`src/design/lbsfd_pkg.sv`:
```
// Shared constants, codes and helper functions for the LED bar serial frame driver.
`default_nettype none

package lbsfd_pkg;

    localparam int CHANNELS    = 12;
    localparam int FRAME_WORDS = CHANNELS + 1;
    localparam int WORD_W      = $clog2(FRAME_WORDS + 1);

    // stream kind codes
    localparam logic [1:0] KIND_TICK  = 2'd0;
    localparam logic [1:0] KIND_MASK  = 2'd1;
    localparam logic [1:0] KIND_LEVEL = 2'd2;

    // configuration register indexes
    localparam logic CFG_LATCH_WAIT = 1'b0;
    localparam logic CFG_PULSE_GAP  = 1'b1;

    localparam logic [15:0] LATCH_WAIT_RST = 16'd250;
    localparam logic [7:0]  PULSE_GAP_RST  = 8'd1;

    localparam logic [6:0]  LEVEL_MAX    = 7'd100;
    localparam logic [15:0] MASK_WORD    = 16'h00FF;
    localparam logic [15:0] FULL_WORD    = 16'h03FF;
    localparam logic [2:0]  LATCH_PULSES = 3'd4;

    // partial-channel word, index saturated at 10 by the caller
    function automatic logic [15:0] level_word(input logic [3:0] k);
        logic [15:0] w;
        unique case (k)
            4'd0:    w = 16'h0000;
            4'd1:    w = 16'h0001;
            4'd2:    w = 16'h0003;
            4'd3:    w = 16'h0007;
            4'd4:    w = 16'h000F;
            4'd5:    w = 16'h001F;
            4'd6:    w = 16'h003F;
            4'd7:    w = 16'h00FF;
            4'd8:    w = 16'h01FF;
            default: w = 16'h03FF;
        endcase
        return w;
    endfunction

endpackage

`default_nettype wire

```
`src/design/led_bar_serial_frame_driver.sv`:
```
// Top level: LED bar serial frame sequencer with stream input and result channels.
//
//  channel | direction | handshake                      | payload
//  s_axis  | in        | s_axis_tvalid / s_axis_tready  | tdata: value, tuser: kind
//  m_axis  | out       | m_axis_tvalid / m_axis_tready  | tdata: pin levels, busy, rejected
//  cfg     | in        | cfg_valid / cfg_ready          | cfg_index, cfg_data
//
// One item in, one result out; the sequencer state and the result in a single output
// register are both loaded at the input transfer.
// A new item is taken whenever the output register is empty or being drained.
// rst_n clears the sequencer to idle and loads the register reset values.
// A stalled m_axis holds its result and stops input only while the register is full.
`default_nettype none

module led_bar_serial_frame_driver
(
    input  wire logic        clk,
    input  wire logic        rst_n,
    input  wire logic        s_axis_tvalid,
    output logic             s_axis_tready,
    input  wire logic [15:0] s_axis_tdata,   // [15:0] value
    input  wire logic [1:0]  s_axis_tuser,   // [1:0] kind
    output logic             m_axis_tvalid,
    input  wire logic        m_axis_tready,
    output logic [7:0]       m_axis_tdata,   // [0] clock_level [1] data_level
                                             // [2] busy_res [3] rejected [7:4] zero
    input  wire logic        cfg_valid,
    output logic             cfg_ready,
    input  wire logic        cfg_index,
    input  wire logic [15:0] cfg_data
);

    localparam logic [2:0] PH_IDLE  = 3'd0;
    localparam logic [2:0] PH_SEND  = 3'd1;
    localparam logic [2:0] PH_WAIT  = 3'd2;
    localparam logic [2:0] PH_PULSE = 3'd3;
    localparam logic [2:0] PH_GAP   = 3'd4;

    localparam int WW = lbsfd_pkg::WORD_W;
    localparam logic [WW-1:0] LAST_WORD = WW'(lbsfd_pkg::FRAME_WORDS - 1);

    logic [15:0]   latch_wait_reg;
    logic [7:0]    pulse_gap_reg;
    logic [9:0]    held_mask_reg,   held_mask_next;
    logic [6:0]    held_level_reg,  held_level_next;
    logic          level_mode_reg,  level_mode_next;
    logic [WW-1:0] word_count_reg,  word_count_next;
    logic [3:0]    bit_count_reg,   bit_count_next;
    logic [2:0]    phase_reg,       phase_next;
    logic [15:0]   wait_count_reg,  wait_count_next;
    logic [2:0]    pulse_count_reg, pulse_count_next;
    logic          clock_reg,       clock_next;
    logic          data_reg,        data_next;
    logic          rej_next;

    logic          out_valid_reg;
    logic [7:0]    out_data_reg;

    logic          in_xfer;
    logic [WW-1:0] ch;
    logic [3:0]    ch4;
    logic [6:0]    mark;
    logic [6:0]    lvl_k;
    logic [15:0]   chan_word;
    logic [15:0]   frame_word;
    logic [15:0]   latch_wait_eff;
    logic [7:0]    pulse_gap_eff;
    logic [16:0]   wait_inc;
    logic [6:0]    level_sat;

    assign s_axis_tready = !out_valid_reg || m_axis_tready;
    assign in_xfer       = s_axis_tvalid && s_axis_tready;
    assign cfg_ready     = 1'b1;
    assign m_axis_tvalid = out_valid_reg;
    assign m_axis_tdata  = out_data_reg;

    // channel word for the word in flight
    assign ch   = word_count_reg - WW'(1);
    assign ch4  = 4'(ch);
    assign mark = 7'(7'd90 - 7'(ch4) * 7'd10);
    assign lvl_k = held_level_reg - mark;

    always_comb
    begin
        chan_word = 16'h0000;
        if (int'(ch) < 10)
        begin
            if (!level_mode_reg)
            begin
                if (((held_mask_reg >> (4'd9 - ch4)) & 10'd1) != 10'd0)
                    chan_word = lbsfd_pkg::MASK_WORD;
            end
            else if (held_level_reg >= mark)
            begin
                if (ch4 == 4'd0 || held_level_reg < mark + 7'd10)
                    chan_word = lbsfd_pkg::level_word((lvl_k > 7'd10) ? 4'd10 : 4'(lvl_k));
                else
                    chan_word = lbsfd_pkg::FULL_WORD;
            end
        end
    end

    assign frame_word     = (word_count_reg == '0) ? 16'h0000 : chan_word;
    assign latch_wait_eff = (latch_wait_reg == 16'd0) ? 16'd1 : latch_wait_reg;
    assign pulse_gap_eff  = (pulse_gap_reg == 8'd0) ? 8'd1 : pulse_gap_reg;
    assign wait_inc       = {1'b0, wait_count_reg} + 17'd1;
    assign level_sat      = (s_axis_tdata > 16'(lbsfd_pkg::LEVEL_MAX)) ?
                            lbsfd_pkg::LEVEL_MAX : s_axis_tdata[6:0];

    always_comb
    begin
        held_mask_next   = held_mask_reg;
        held_level_next  = held_level_reg;
        level_mode_next  = level_mode_reg;
        word_count_next  = word_count_reg;
        bit_count_next   = bit_count_reg;
        phase_next       = phase_reg;
        wait_count_next  = wait_count_reg;
        pulse_count_next = pulse_count_reg;
        clock_next       = clock_reg;
        data_next        = data_reg;
        rej_next         = 1'b0;

        if (s_axis_tuser == lbsfd_pkg::KIND_TICK)
        begin
            unique case (phase_reg)
                PH_SEND:
                begin
                    data_next      = frame_word[~bit_count_reg];
                    clock_next     = !clock_reg;
                    bit_count_next = bit_count_reg + 4'd1;
                    if (bit_count_reg == 4'd15)
                    begin
                        word_count_next = word_count_reg + WW'(1);
                        if (word_count_reg == LAST_WORD)
                        begin
                            word_count_next = '0;
                            phase_next      = PH_WAIT;
                            wait_count_next = 16'd0;
                        end
                    end
                end
                PH_WAIT:
                begin
                    data_next       = 1'b0;
                    wait_count_next = wait_inc[15:0];
                    if (wait_inc >= {1'b0, latch_wait_eff})
                    begin
                        wait_count_next  = 16'd0;
                        pulse_count_next = 3'd0;
                        phase_next       = PH_PULSE;
                    end
                end
                PH_PULSE:
                begin
                    data_next       = 1'b1;
                    wait_count_next = 16'd0;
                    phase_next      = PH_GAP;
                end
                PH_GAP:
                begin
                    data_next       = 1'b0;
                    wait_count_next = wait_inc[15:0];
                    if (wait_inc >= 17'(pulse_gap_eff))
                    begin
                        wait_count_next = 16'd0;
                        if (pulse_count_reg + 3'd1 >= lbsfd_pkg::LATCH_PULSES)
                        begin
                            pulse_count_next = 3'd0;
                            phase_next       = PH_IDLE;
                        end
                        else
                        begin
                            pulse_count_next = pulse_count_reg + 3'd1;
                            phase_next       = PH_PULSE;
                        end
                    end
                end
                default:
                begin
                end
            endcase
        end
        else if (s_axis_tuser == lbsfd_pkg::KIND_MASK || s_axis_tuser == lbsfd_pkg::KIND_LEVEL)
        begin
            if (phase_reg != PH_IDLE)
                rej_next = 1'b1;
            else
            begin
                level_mode_next = (s_axis_tuser == lbsfd_pkg::KIND_LEVEL);
                if (s_axis_tuser == lbsfd_pkg::KIND_MASK)
                    held_mask_next = s_axis_tdata[9:0];
                else
                    held_level_next = level_sat;
                word_count_next  = '0;
                bit_count_next   = 4'd0;
                wait_count_next  = 16'd0;
                pulse_count_next = 3'd0;
                phase_next       = PH_SEND;
            end
        end
    end

    always_ff @(posedge clk or negedge rst_n)
    begin
        if (!rst_n)
        begin
            latch_wait_reg  <= lbsfd_pkg::LATCH_WAIT_RST;
            pulse_gap_reg   <= lbsfd_pkg::PULSE_GAP_RST;
            held_mask_reg   <= '0;
            held_level_reg  <= '0;
            level_mode_reg  <= 1'b0;
            word_count_reg  <= '0;
            bit_count_reg   <= '0;
            phase_reg       <= PH_IDLE;
            wait_count_reg  <= '0;
            pulse_count_reg <= '0;
            clock_reg       <= 1'b0;
            data_reg        <= 1'b0;
            out_valid_reg   <= 1'b0;
        end
        else
        begin
            if (cfg_valid && cfg_ready)
            begin
                unique case (cfg_index)
                    lbsfd_pkg::CFG_LATCH_WAIT: latch_wait_reg <= cfg_data;
                    lbsfd_pkg::CFG_PULSE_GAP:  pulse_gap_reg  <= cfg_data[7:0];
                    default:
                    begin
                    end
                endcase
            end
            if (in_xfer)
            begin
                held_mask_reg   <= held_mask_next;
                held_level_reg  <= held_level_next;
                level_mode_reg  <= level_mode_next;
                word_count_reg  <= word_count_next;
                bit_count_reg   <= bit_count_next;
                phase_reg       <= phase_next;
                wait_count_reg  <= wait_count_next;
                pulse_count_reg <= pulse_count_next;
                clock_reg       <= clock_next;
                data_reg        <= data_next;
                out_valid_reg   <= 1'b1;
            end
            else if (m_axis_tready)
                out_valid_reg <= 1'b0;
        end
    end

    // result payload; no reset needed
    always_ff @(posedge clk)
    begin
        if (in_xfer)
            out_data_reg <= {4'b0000, rej_next, (phase_next != PH_IDLE), data_next, clock_next};
    end

`ifndef NO_ASSERTIONS
    // a dropped command only happens while a sequence runs
    a_rej_busy: assert property (@(posedge clk) disable iff (!rst_n)
        (out_valid_reg && out_data_reg[3]) |-> out_data_reg[2])
        else $error("rejected result without busy");

    // the clock pin only moves on a transfer
    a_clock_hold: assert property (@(posedge clk) disable iff (!rst_n)
        !in_xfer |=> $stable(clock_reg))
        else $error("clock pin changed without a transfer");

    // idle sequencer keeps its frame counters cleared
    a_idle_counters: assert property (@(posedge clk) disable iff (!rst_n)
        (phase_reg == PH_IDLE) |-> (bit_count_reg == 4'd0 && word_count_reg == '0))
        else $error("frame counters not clear while idle");
`endif

endmodule

`default_nettype wire

```
`config.mk`:
```
export PLATFORM = sky130hd
export DESIGN_NAME = led_bar_serial_frame_driver
export DESIGN_NICKNAME = d
export VERILOG_FILES = /design/src/design/lbsfd_pkg.sv /design/src/design/led_bar_serial_frame_driver.sv
export SDC_FILE = /design/constraint.sdc
export NUM_CORES = 1
export LEC_CHECK = 0
export BUFFER_PORTS_ARGS = -buffer_cell sky130_fd_sc_hd__buf_2
export CORE_MARGIN = 3
export CORE_UTILIZATION = 65
export CTS_CLUSTER_SIZE = 40
export DETAILED_ROUTE_END_ITERATION = 8
export PLACE_DENSITY = 0.95
export SYNTH_ARGS = -nofsm -noshare
export SYNTH_HDL_FRONTEND = slang
export SYNTH_SLANG_ARGS = --single-unit
```
`constraint.sdc`:
```
create_clock -name clk -period 7.2 [get_ports clk]
set_input_delay 1.44 -clock clk [delete_from_list [all_inputs] [get_ports clk]]
set_output_delay 1.44 -clock clk [all_outputs]
set_load 0.02 [all_outputs]
```
==> flow_summary.toml <==
[timing]
report.final.hold_viol_count = 0
min_period_ns = 5.06
slew_viol_final = 0
tns_ns = 0
fin_ws_ns = 2.14
timing.fmax_ghz = 0.198
rsz0062_at_grt = "no"
whs_ns = 0.502
tightestPinTransition_ns = 1.17
period_share_pct = 70.3
setup_viol = 0
skew_ns = 0.00844
slew_headroom_pct = 21.6

[setup_path]
worst_setup_path_end_kind = "flip-flop"
cp_num_buf_inv = 3
start_kind = "flip-flop"
arrival_ns = 5.16
cp_slowest_cell = "dfrtp_1"
critPathRequiredTime_ns = 7.31
critical_path_class = "reg -> reg"
cp_top_family = "adder cells"
worst-path-stages = 17
crit_top_cell = "ha_1"
rr_worst_depth = 17
cp_slowest_stage_delay_ns = 0.66
critical_path.cell_chain = "inv_1 -> ha_1 -> inv_1 -> ha_1 -> ha_1 -> inv_1 -> fa_1 -> nand2_1 -> xor2_1 -> xnor2_1 -> ha_1 -> nand2_1 -> a21oi_1 -> a311oi_1 -> nor4b_1 -> o31ai_1 -> a31oi_1"
cp_max_fo = 15

[grt]
grt_use_total_pct = 30.1
first_global_vias = 5042
antenna_found_initial = 0
grt_overflow = 0
grt_pass1_wl_mm = 24.0
grt_max_degree = 76

[clocking]
clkLatencyLatePin_ns = 0.36
clock_path_buffers = 2
clkSinkCount = 79
cts_setup_buffers = 0
cts_hold_buffers = 0
cts_buffers = 9
cts_tree = "yes"
htree_levels = 3
cts.clk_slew.worst_paths_ns = 0.09
ctsResizeCount = 0
root_buffer = "clkbuf_8"

[hold_path]
whs_path_depth = 1
hold_class = "reg -> reg"

[placement]
dpl_worst_slack_ns = 2.24
io_buffer_count = 45
routabilityCongestion = 0.912
place_hpwl_mm = 10.8
post_dp_cell_area_um2 = 5990

[synth]
synthesis.area_um2 = 5700
yosysUniqueCellTypes = 69
yosys_warnings = 0
synth_flop_cell = "dfrtp_1"
synth_seq_cells = 79
synth.avg_cell_area_um2 = 8.80
ys_seq_area_share_pct = 35.2
ys_async_sr_fraction_pct = 94.9
netlist_instances = 648
synth-edff-count = 4

[route]
wl_met3_um = 958
drtPass1Iterations = 5
vias = 5162
route.detailed.drc = 0
wl_per_cell_um = 18.1
drt_iter0_drc = 449
viasPerCell = 6.48
totalWireLength_mm = 14.5
wl_met1_mm = 5.89
ant_nets = 0
highest_layer = "met4"
wl_met2_mm = 7.22

[floorplanning]
coreArea_um2 = 8380
die_w_um = 99.7
die_y_um = 99.7
row_count = 33
io_pins = 51
die-area_um2 = 9940
start_util_pct = 68.1

[power_and_ir_drop]
powerDensity_nw_per_um2 = 333
leakagePower_nw = 2.90
max-vdd-ir-drop_mv = 0.211

[layout]
drive_gt1_share_pct = 15.8
fin_nets = 782
area_delta_synth_final_pct = 8.12
antenna_cells = 0
final_area_um2 = 6170
final_util_pct = 73.6
layout_commonest_cell = "nand2_1"
final_cell_mix = "nand2_1, dfrtp_1, ha_1"

[run_status]
status = "complete, no violations"

[flow_run]
max_cap_violations = 0
==> where the power goes <==
group          leakage [nW]  switching (mW)  internal [mW]  total (mW)
Clock                0.0923           0.188          0.130       0.318
Sequential            0.986          0.0574          0.514       0.571
Combinational          1.82           0.675          0.487        1.16
==> worst paths after layout <==
check / start / slack (ns) / to
worst max-delay path: word_count_reg[0] / 2.14 / m_axis_tdata[1]
worst min-delay path: held_mask_reg[1] / 0.50 / held_mask_reg[1]
worst max register to register: word_count_reg[0] / 2.14 / m_axis_tdata[1]
worst min register to register: held_mask_reg[1] / 0.50 / held_mask_reg[1]
max in group asynchronous: rst_n / 5.33 / phase_reg[2]
min in group asynchronous: rst_n / 1.20 / held_level_reg[0]
==> logic make-up after synthesis <==
group | Yosys count | share of synthesized area, %
xor gates and xnor gates | 23 | 3.77
AOI/OAI and AO/OA | 159 | 18.4
buffers and inverters | 68 | 4.80
other | 2 | 0.132
DFF | 79 | 35.2
and+or+nand+nor | 241 | 21.2
adders and majority gates | 55 | 12.3
muxes | 21 | 4.12
==> routing by layer <==
layer,vias to the layer above,track usage (%)
li1,2420,-
met1,2462,38.8
met2,238,50.3
met3,42,5.54
met4,0,11.1
met5,-,0
==> through the flow <==
step | cells | total power, mW
finish | 797 | 2.05
global route | 797 | 2.23
CTS | 797 | 2.03
detailed placement | 781 | 1.71
global placement | 781 | 1.64
floorplan | 651 | 1.45
==> cells in the mapped netlist (8+ instances only) <==
cell      instances  area (um2)
o21ai_1           8        40.0
xor2_1           12         105
nor2b_1          11        68.8
clkbuf_1         16        60.1
o21ai_0          48         240
dfrtp_1          68        1700
or2_2            10        62.6
nand4_1           8        50.1
nand3_1          26         130
nand2_1          89         334
o221ai_1          8        70.1
mux2_2           20         225
nor2_1           32         120
ha_1             53         663
a21oi_1          26         130
nor3_1           12        60.1
inv_1            46         173
nor4_1           12        75.1
xnor2_1          10        87.6
==> layout make-up <==
type | instances | area [um2]
Multi-Input combinational cell | 504 | 3440
Inverter | 46 | 173
Fill cell | 603 | 2210
Clock inverter | 7 | 55.1
Tap cell | 105 | 131
Sequential cell | 79 | 2010
Timing Repair Buffer | 47 | 243
Clock buffer | 9 | 124
==> worst register-to-register path, stage by stage (launching register included) <==
cell and delay, ns:
dfrtp_1 0.66, inv_1 0.24, ha_1 0.57, inv_1 0.22, ha_1 0.37, ha_1 0.15, inv_1 0.05, fa_1 0.62
nand2_1 0.10, xor2_1 0.16, xnor2_1 0.22, ha_1 0.31, nand2_1 0.07, a21oi_1 0.04, a311oi_1 0.42, nor4b_1 0.11
o31ai_1 0.35, a31oi_1 0.13
Power figures use the tool's default switching activity.
